**config.mk**
```make
export PLATFORM = sky130hd
export DESIGN_NAME = power_meter_response_decoder_unit
export DESIGN_NICKNAME = d
export VERILOG_FILES = /design/src/sv/pmrd_pkg.sv /design/src/sv/pmrd_in_stage.sv /design/src/sv/pmrd_frame_core.sv /design/src/sv/power_meter_response_decoder_unit.sv
export SDC_FILE = /design/constraint.sdc
export NUM_CORES = 1
export LEC_CHECK = 0
export BUFFER_PORTS_ARGS = -buffer_cell sky130_fd_sc_hd__buf_4
export CAP_MARGIN = 30
export CELL_PAD_IN_SITES_DETAIL_PLACEMENT = 0
export CELL_PAD_IN_SITES_GLOBAL_PLACEMENT = 1
export CORE_MARGIN = 5
export CORE_UTILIZATION = 48
export DETAILED_ROUTE_END_ITERATION = 6
export PLACE_DENSITY = 0.81
export SYNTH_ARGS = -nofsm -noshare
export SYNTH_HDL_FRONTEND = slang
export SYNTH_SLANG_ARGS = --single-unit
export TNS_END_PERCENT = 100
```
**constraint.sdc**
```tcl
create_clock -name clock -period 6.1 [get_ports clock]
set_clock_uncertainty 0.2 [all_clocks]
set_input_delay 0.305 -clock clock [delete_from_list [all_inputs] [get_ports clock]]
set_output_delay 0.305 -clock clock [all_outputs]
set_load 0.03 [all_outputs]
```
**src/sv/pmrd_pkg.sv**
```systemverilog
package pmrd_pkg;

   localparam logic [15:0] CRC_INIT   = 16'hFFFF;
   localparam logic [15:0] CRC_POLY   = 16'hA001;
   localparam int          FRAME_LEN  = 25;
   localparam int          CRC_SPAN   = 23;
   localparam int          DATA_FIRST = 3;
   localparam int          DATA_LEN   = 20;
   localparam int          COUNT_W    = 6;
   localparam int          INDEX_W    = $clog2(DATA_LEN);
   localparam logic [COUNT_W-1:0] COUNT_MAX = {COUNT_W{1'b1}};

   typedef enum logic [1:0] {
      STATUS_OK         = 2'd0,
      STATUS_BAD_LENGTH = 2'd1,
      STATUS_BAD_CRC    = 2'd2
   } status_type;

   typedef struct packed {
      status_type  status;
      logic [15:0] voltage_raw;
      logic [31:0] current_raw;
      logic [31:0] power_raw;
      logic [31:0] energy_raw;
      logic [15:0] frequency_raw;
      logic [15:0] power_factor_raw;
      logic [15:0] alarm_word;
   } result_type;

   // reflected crc-16, one byte, bit by bit
   function automatic logic [15:0] crc_next(input logic [15:0] crc, input logic [7:0] data);
      logic [15:0] c;
      c = crc ^ {8'h00, data};
      for (int k = 0; k < 8; k++) begin
         if (c[0]) begin
            c = (c >> 1) ^ CRC_POLY;
         end else begin
            c = c >> 1;
         end
      end
      return c;
   endfunction

endpackage

```
**src/sv/pmrd_in_stage.sv**
```systemverilog
module pmrd_in_stage (
   input  logic       clock,
   input  logic       reset,
   input  logic       req_valid,
   output logic       req_stall,
   input  logic [7:0] req_rx_byte,
   input  logic       req_last_byte,
   input  logic       advance,
   output logic       beat_valid,
   output logic [7:0] beat_byte,
   output logic       beat_last
);
   import pmrd_pkg::*;

   logic       valid_ff, valid_in;
   logic [7:0] byte_ff;
   logic       last_ff;

   // hold the beat only while the core cannot take it
   assign req_stall = valid_ff && !advance;
   assign valid_in  = req_stall ? valid_ff : req_valid;

   always_ff @(posedge clock) begin
      if (reset) begin
         valid_ff <= 1'b0;
      end else begin
         valid_ff <= valid_in;
      end
   end

   always_ff @(posedge clock) begin
      if (req_valid && !req_stall) begin
         byte_ff <= req_rx_byte;
         last_ff <= req_last_byte;
      end
   end

   assign beat_valid = valid_ff;
   assign beat_byte  = byte_ff;
   assign beat_last  = last_ff;

endmodule

```
**src/sv/pmrd_frame_core.sv**
```systemverilog
module pmrd_frame_core (
   input  logic                 clock,
   input  logic                 reset,
   input  logic                 step,
   input  logic [7:0]           rx_byte,
   input  logic                 last_byte,
   output pmrd_pkg::result_type result
);
   import pmrd_pkg::*;

   logic [15:0]        crc_ff, crc_in;
   logic [COUNT_W-1:0] count_ff, count_in;
   logic [7:0]         crc_low_ff, crc_low_in;
   logic [7:0]         payload_ff [DATA_LEN];
   logic               in_crc_span, in_data;
   logic [COUNT_W-1:0] data_off;
   logic [INDEX_W-1:0] data_index;

   assign in_crc_span = count_ff < COUNT_W'(CRC_SPAN);
   assign in_data     = in_crc_span && (count_ff >= COUNT_W'(DATA_FIRST));
   assign data_off    = count_ff - COUNT_W'(DATA_FIRST);
   assign data_index  = data_off[INDEX_W-1:0];

   always_comb begin
      crc_in     = crc_ff;
      count_in   = count_ff;
      crc_low_in = crc_low_ff;
      if (step) begin
         if (in_crc_span) begin
            crc_in = crc_next(crc_ff, rx_byte);
         end else if (count_ff == COUNT_W'(CRC_SPAN)) begin
            crc_low_in = rx_byte;
         end
         if (count_ff != COUNT_MAX) begin
            count_in = count_ff + 1'b1;
         end
         // frame ends: start over for the next one
         if (last_byte) begin
            crc_in   = CRC_INIT;
            count_in = '0;
         end
      end
   end

   always_ff @(posedge clock) begin
      if (reset) begin
         crc_ff     <= CRC_INIT;
         count_ff   <= '0;
         crc_low_ff <= 8'h00;
      end else begin
         crc_ff     <= crc_in;
         count_ff   <= count_in;
         crc_low_ff <= crc_low_in;
      end
   end

   always_ff @(posedge clock) begin
      for (int i = 0; i < DATA_LEN; i++) begin
         if (step && in_data && (data_index == INDEX_W'(i))) begin
            payload_ff[i] <= rx_byte;
         end
      end
   end

   // 32-bit values: low word first, each word big-endian
   always_comb begin
      result = '0;
      if (count_ff != COUNT_W'(FRAME_LEN - 1)) begin
         result.status = STATUS_BAD_LENGTH;
      end else if ({rx_byte, crc_low_ff} != crc_ff) begin
         result.status = STATUS_BAD_CRC;
      end else begin
         result.status           = STATUS_OK;
         result.voltage_raw      = {payload_ff[0], payload_ff[1]};
         result.current_raw      = {payload_ff[4], payload_ff[5],
                                    payload_ff[2], payload_ff[3]};
         result.power_raw        = {payload_ff[8], payload_ff[9],
                                    payload_ff[6], payload_ff[7]};
         result.energy_raw       = {payload_ff[12], payload_ff[13],
                                    payload_ff[10], payload_ff[11]};
         result.frequency_raw    = {payload_ff[14], payload_ff[15]};
         result.power_factor_raw = {payload_ff[16], payload_ff[17]};
         result.alarm_word       = {payload_ff[18], payload_ff[19]};
      end
   end

endmodule

```
**src/sv/power_meter_response_decoder_unit.sv**
```systemverilog
// a result beat is registered: the result register loads when the core takes the final byte
// throughput: one byte per cycle unless stalled; the crc update is a single 8-step pass per byte
// a waiting result stalls the input only when the input register holds a final byte
// reset (synchronous, active high) clears the crc to all ones, the byte count to zero,
// the stored crc low byte and both valid flags; stored payload bytes are not cleared
module power_meter_response_decoder_unit (
   input  logic        clock,
   input  logic        reset,
   input  logic        req_valid,
   output logic        req_stall,
   input  logic [7:0]  req_rx_byte,
   input  logic        req_last_byte,
   output logic        rsp_valid,
   input  logic        rsp_stall,
   output logic [1:0]  rsp_status,
   output logic [15:0] rsp_voltage_raw,
   output logic [31:0] rsp_current_raw,
   output logic [31:0] rsp_power_raw,
   output logic [31:0] rsp_energy_raw,
   output logic [15:0] rsp_frequency_raw,
   output logic [15:0] rsp_power_factor_raw,
   output logic [15:0] rsp_alarm_word
);
   import pmrd_pkg::*;

   logic       beat_valid;
   logic [7:0] beat_byte;
   logic       beat_last;
   logic       advance;
   logic       step;
   logic       load;
   result_type core_result;
   result_type result_ff;
   logic       rsp_valid_ff, rsp_valid_in;

   // only a final byte needs room in the result register
   assign advance = !(beat_last && rsp_valid_ff && rsp_stall);
   assign step    = beat_valid && advance;
   assign load    = step && beat_last;

   pmrd_in_stage u_in_stage (
      .clock         (clock),
      .reset         (reset),
      .req_valid     (req_valid),
      .req_stall     (req_stall),
      .req_rx_byte   (req_rx_byte),
      .req_last_byte (req_last_byte),
      .advance       (advance),
      .beat_valid    (beat_valid),
      .beat_byte     (beat_byte),
      .beat_last     (beat_last)
   );

   pmrd_frame_core u_frame_core (
      .clock     (clock),
      .reset     (reset),
      .step      (step),
      .rx_byte   (beat_byte),
      .last_byte (beat_last),
      .result    (core_result)
   );

   assign rsp_valid_in = load || (rsp_valid_ff && rsp_stall);

   always_ff @(posedge clock) begin
      if (reset) begin
         rsp_valid_ff <= 1'b0;
      end else begin
         rsp_valid_ff <= rsp_valid_in;
      end
   end

   always_ff @(posedge clock) begin
      if (load) begin
         result_ff <= core_result;
      end
   end

   assign rsp_valid            = rsp_valid_ff;
   assign rsp_status           = result_ff.status;
   assign rsp_voltage_raw      = result_ff.voltage_raw;
   assign rsp_current_raw      = result_ff.current_raw;
   assign rsp_power_raw        = result_ff.power_raw;
   assign rsp_energy_raw       = result_ff.energy_raw;
   assign rsp_frequency_raw    = result_ff.frequency_raw;
   assign rsp_power_factor_raw = result_ff.power_factor_raw;
   assign rsp_alarm_word       = result_ff.alarm_word;

endmodule

```
* Word level (Yosys, flattened, before mapping) *
Memory sizes are Yosys's and may differ from the RTL's. A register that Yosys moved wholly into a read port is not among the register bits.
Cells that the tools add are included.

word-level totals
  output and inout bits = 164
  bits in writable memories = 160
  word-level logic and storage cells = 228
  memories kept = 1
  register bits = 43
  input port bits = 13

memories
  memory                   words  bits a word  rd ports  clocked after memory_dff  wr ports  line                   RTL
  u_frame_core.payload_ff  20     8            20        20                        1         pmrd_frame_core.sv:14  logic [7:0] payload_ff [DATA_LEN];

cells by class
  muxes and demuxes = 124
  equality and inequality tests = 23
  bitwise logic cells = 10
  $lt $le $gt $ge = 2
  reduce and logical (&&, ||, !) cells = 58
  add/subtract/negate cells = 2

operators by type and width
  cell                                                   count
  two-way mux 16 bit                                     24
  two-way mux 8 bit                                      19
  OR reduction 8 bit                                     19
  two-way mux 5 bit                                      19
  two-way mux 1 bit                                      59
  == test 5 x 4 -> 1 bit, second input constant          8
  logical AND 1 bit                                      29
  inverter 2 -> 3 bit                                    8
  == test 5 x 3 -> 1 bit, second input constant          4
  == test 5 bit, second input constant                   4
  inequality test 16 bit                                 1
  bitwise XOR 16 x 8 -> 16 bit                           1
  two-way mux 6 bit                                      2
  == test 5 x 2 -> 1 bit, second input constant          2
  adder 6 x 1 -> 6 bit, second input constant            1
  == test 6 x 5 -> 1 bit, second input constant          1
  >= comparator 6 x 2 -> 1 bit, second input constant    1
  < comparator 6 x 5 -> 1 bit, second input constant     1
  inequality test 6 x 5 -> 1 bit, second input constant  1
  inequality test 6 bit, second input constant           1
  == test 5 x 1 -> 1 bit, second input constant          1
  zero test 5 bit                                        1
  subtractor 5 x 2 -> 5 bit, second input constant       1
  AND reduction 2 bit                                    2
  7 further kinds                                        9

* Longest topological paths before layout *
  depth after elaboration = 33
  depth in mapped cells = 8
  mapped depth without buffers = 7

* Cells and area by module *
A second synthesis with hierarchy kept.

unflattened totals
  cells, all modules = 748
  area total of the unflattened synthesis = 13040.0 um^2

by module, submodules not included
  module                             instances  cells each  area each (um^2)
  pmrd_frame_core                    1          566         7801.2
  power_meter_response_decoder_unit  1          169         4918.5
  pmrd_in_stage                      1          13          320.3

* Worst setup path before layout *
OpenSTA, ideal clock, no wires.

  kind = reg-to-reg
  start point = register u_in_stage.last_ff (netlist: u_in_stage.beat_last)
  end point = register u_frame_core.count_ff[4]
  arrival = 5.142 ns
  cell stages (with the launch flop) = 6
  path slack = 0.626 ns
  library setup time = 0.132 ns
  required time = 5.768 ns
  cells stage by stage = edfxtp_1 > clkbuf_1 > and3_1 > or2_1 > clkbuf_1 > nor3_1

between the ends
  longest elaborated chain between the ends = 5
  elaborated cells between the ends (all ways) = 7
  classes of those cells = mux (1); reduce/logical (6)

ends and longest elaborated chain
  what                            line                                     RTL
  start, declared                 pmrd_in_stage.sv:17                      logic last_ff;
  start signal, assigned          pmrd_in_stage.sv:34                      last_ff <= req_last_byte;
  logical AND 1 bit (2 in a row)  power_meter_response_decoder_unit.sv:37  assign advance = !(beat_last && rsp_valid_ff && rsp_stall);
  zero test 1 bit                 power_meter_response_decoder_unit.sv:37
  logical AND 1 bit               power_meter_response_decoder_unit.sv:38  assign step = beat_valid && advance;
  AND reduction 2 bit (no line)   -
  end signal, assigned            pmrd_frame_core.sv:52                    count_ff <= count_in;
  end, declared                   pmrd_frame_core.sv:12                    logic [COUNT_W-1:0] count_ff, count_in;

Several ways; a longest one is shown, not always the timed one.
A chain may end at the register's enable or synchronous reset.

* Final worst setup path *
  start point = register u_in_stage.byte_ff[4] (netlist: u_in_stage.beat_byte[4])
  end point = register, netlist name rsp_energy_raw[14]

between the ends
  longest elaborated chain between the ends = 2

ends and longest elaborated chain
  what                          line                   RTL
  start, declared               pmrd_in_stage.sv:16    logic [7:0] byte_ff;
  start signal, assigned        pmrd_in_stage.sv:33    byte_ff <= req_rx_byte;
  inequality test 16 bit        pmrd_frame_core.sv:70  end else if ({rx_byte, crc_low_ff} != crc_ff) begin
  OR reduction 2 bit (no line)  -

Every way passes these cells.

==> flow_metrics.py <==
metrics = {
    "yosys": {
        "ys_seq_area_share_pct": 81.88,
        "ys.warnings.count": 0,
        "ys_ff_latch": 363,
        "synthCells": 730,
        "synthFlopType": "edfxtp_1",
        "syn_area_sq_um": 12920,
        "syn_avg_cell_area_sq_um": 17.70,
        "async_flop_share_pct": 0,
        "synth_cell_types": 37,
        "synth-edff-count": 331,
        "synth.net_count": 748,
    },
    "worst_setup_path": {
        "crit_path_end_kind": "flip-flop",
        "crit_slowest_cell": "buf_4",
        "cpMostUsedCell": "buf_4",
        "critPathTopFamily": "buffers and inverters",
        "cp_max_fo": 103,
        "crit_type": "reg -> reg",
        "required_ns": 6.27,
        "critPathLaunchType": "flip-flop",
        "cp_cell_sequence": "buf_4 -> xor2_1 -> nor4_1 -> nand4_1 -> nor2_4 -> buf_4 -> buf_4 -> and2_1",
        "worst-path-buf-inv": 3,
        "slowest_delay_ns": 0.65,
        "crit_arrival_ns": 3.42,
    },
    "clocking": {
        "clock_sink_count": 363,
        "clkSlewWorstSetupHoldPaths_ns": 0.06,
        "clock-root-buffer": "clkbuf_16",
        "cts_tree": "yes",
        "cts.repair.resized": 0,
        "clk_latency_ns": 0.50,
        "cts_buffer_depth": 3,
        "cts_made_buffers": 37,
        "htree_levels": 2,
    },
    "layout": {
        "antenna_cells": 0,
        "fillers": 1972,
        "layout.nets": 964,
        "final_layout_size_suffix_gt1_share_pct": 25.13,
        "area_delta_synth_final_pct": 23.29,
        "fin_cells": 1312,
        "finalCoreUtilization_pct": 59.61,
    },
    "sta": {
        "setup_viol": 0,
        "fin_crit_sh_pct": 53.28,
        "tns_ns": 0,
        "rsz0062_at_grt": "no",
        "relSlewSlack_pct": 39.44,
        "max_freq_mhz": 307.7,
        "min_period_ns": 3.250,
        "worst_pin_slew_ns": 0.9050,
        "finalHoldViolations": 0,
        "slew_violations": 0,
    },
    "route": {
        "first_iter_violations": 471,
        "ant_nets": 0,
        "routed_wirelength_um": 24780,
        "viasPerCell": 4.906,
        "vias": 6437,
        "drc_errors": 0,
        "dr.pass1.iters": 4,
        "routedWlPerCell_um": 18.89,
    },
    "global_routing": {
        "grt_max_degree": 104,
        "grt_pass1_wl_um": 37870,
        "grt_remaining_overflow": 0,
        "track_usage_pct": 16.19,
        "antenna_found_initial": 0,
        "grt_pass1_vias": 6480,
    },
    "floorplanning": {
        "start_util_pct": 48.35,
        "fp.dieH_um": 174.1,
        "ios": 177,
        "core_sq_um": 26730,
        "die_x_um": 174.1,
        "fp-row-count": 60,
        "die-area_sq_um": 30300,
    },
    "run_status": {
        "outcome": "finished clean",
    },
    "power": {
        "pwr-share-clk_pct": 40.4,
        "power_frac_seq_pct": 53.7,
        "power.density_nw_per_um2": 325.7,
        "p_int_uw": 4095,
        "p_comb_share_pct": 5.9,
        "swShare_pct": 21.08,
        "leakage_uw": 0.005474,
        "ir_drop_mv": 0.2016,
        "switching_power_uw": 1094,
    },
    "placed_design": {
        "hpwlAfterDp_um": 14860,
        "io_buffers": 176,
        "dp.cells": 1234,
        "gp_congestion": 0.7471,
    },
    "job": {
        "drv_cap": 0,
    },
    "min_path": {
        "worstHoldPathType": "reg -> reg",
    },
}
[power groups by stage]
stage / logic (uW) / clock network (uW) / registers (uW)
4_1_cts: 309 / 2140 / 2790
2_1_floorplan: 94.0 / 0 / 2930
6_report: 305 / 2100 / 2790
3_5_place_dp: 301 / 0 / 2840
3_3_place_gp: 298 / 0 / 2840
5_1_grt: 322 / 2250 / 2790
[cell families (layout without fill, tap and decap cells)]
family	count (synthesis)	after routing	synth area share, %
AOI/OAI and AO/OA	33	33	1.743
muxes	8	8	0.6198
and+or+nand+nor	251	251	11.30
adders and majority gates	5	5	0.4842
xor gates and xnor gates	41	41	3.011
buffers and inverters	29	270	0.9587
DFF	363	363	81.88
[state kept, by name (all words and copies together), names as in the netlist, 2 cells and up]
name and count:
rsp_alarm_word 16, rsp_current_raw 32, rsp_energy_raw 32, rsp_frequency_raw 16
rsp_power_factor_raw 16, rsp_power_raw 32, rsp_status 2, rsp_voltage_raw 16
u_frame_core.count_ff 6, u_frame_core.crc_ff 16, u_frame_core.crc_low_ff 8, u_frame_core.payload_ff 160
u_in_stage.beat_byte 8
[timing repair]
action | 4_1_cts | 5_1_grt
buffers inserted | 0 | 0
hold buffers | 14 | 0
hold endpoints to repair | 24 | 0
[per-layer routing]
metal  GRT usage (%)  wire [um]  up-vias
li1                -          -     3081
met1           20.76      10310     3147
met2           28.34      12750      176
met3           3.589       1308       33
met4           3.860        418        0
met5               0          0        -
[worst register-to-register path: stages (launching register included)]
cell      delay, ns
edfxtp_1       0.36
buf_4          0.27
xor2_1         0.21
nor4_1         0.39
nand4_1        0.22
nor2_4         0.11
buf_4          0.39
buf_4          0.66
and2_1         0.32
[placed cells by master, fill, tap and decap left out, drive strengths merged, types with 2 or more instances in the layout]
master / synthesis / final
o22ai: 7 / 7
o21ai: 3 / 3
clkbuf: 13 / 46
dfxtp: 32 / 32
ha: 5 / 5
and3: 2 / 2
a221o: 8 / 8
nor3b: 3 / 3
a21oi: 9 / 9
inv: 4 / 4
edfxtp: 331 / 331
nand2: 12 / 12
buf: 12 / 188
xnor2: 20 / 20
clkinv: 0 / 15
nor2b: 3 / 3
nor4: 5 / 5
nor3: 9 / 9
nand3: 2 / 2
dlygate4sd3: 0 / 14
nand2b: 8 / 8
bufinv: 0 / 2
a31oi: 3 / 3
xor2: 20 / 20
and2: 165 / 165
nor2: 35 / 35
mux2i: 8 / 8
[synth_stat cells, drive strengths merged, types with 4 or more instances]
master,number,area share [%]
o22ai,7,0.34
a221o,8,0.62
nor4,5,0.24
nand2b,8,0.39
xnor2,20,1.5
buf,12,0.46
mux2i,8,0.62
and2,165,8.0
inv,4,0.12
nor2,35,1.0
edfxtp,331,77
xor2,20,1.4
dfxtp,32,5.0
ha,5,0.48
clkbuf,13,0.38
a21oi,9,0.35
nor3,9,0.35
nand2,12,0.35
[layout make-up]
cell class | count | area [sq um] | area share (%)
Inverter | 4 | 15.01 | 0.09425
Sequential cell | 363 | 10580 | 66.41
Timing Repair Buffer | 202 | 1551 | 9.739
Clock buffer | 46 | 980.9 | 6.158
Clock inverter | 18 | 146.4 | 0.9189
Tap cell | 341 | 426.7 | 2.678
Multi-Input combinational cell | 338 | 2230 | 14.00
[worst paths after layout]
path,end,cells after the start,start,slack [ns]
max,rsp_energy_raw[14]$_SDFFCE_PP0P_,8,u_in_stage.beat_byte[4]$_DFFE_PP_,2.85
min,rsp_voltage_raw[10]$_SDFFCE_PP0P_,1,u_frame_core.payload_ff[0][2]$_DFFE_PP_,0.31
max reg2reg,rsp_energy_raw[14]$_SDFFCE_PP0P_,8,u_in_stage.beat_byte[4]$_DFFE_PP_,2.85
min reg2reg,rsp_voltage_raw[10]$_SDFFCE_PP0P_,1,u_frame_core.payload_ff[0][2]$_DFFE_PP_,0.31
[stage by stage]
step / hold slack, ns / power, uW / setup slack [ns] / area, sq um
after floorplan: 0.2039 / 3025 / 0.6263 / 12920
after global placement: 0.2843 / 3136 / 2.856 / 14660
after detailed placement: 0.2845 / 3140 / 2.853 / 14660
after CTS: 0.2957 / 5237 / 2.826 / 15930
after global routing: 0.3054 / 5361 / 2.583 / 15930
final: 0.3089 / 5189 / 2.850 / 15930
(Power assumes the default switching activity.)
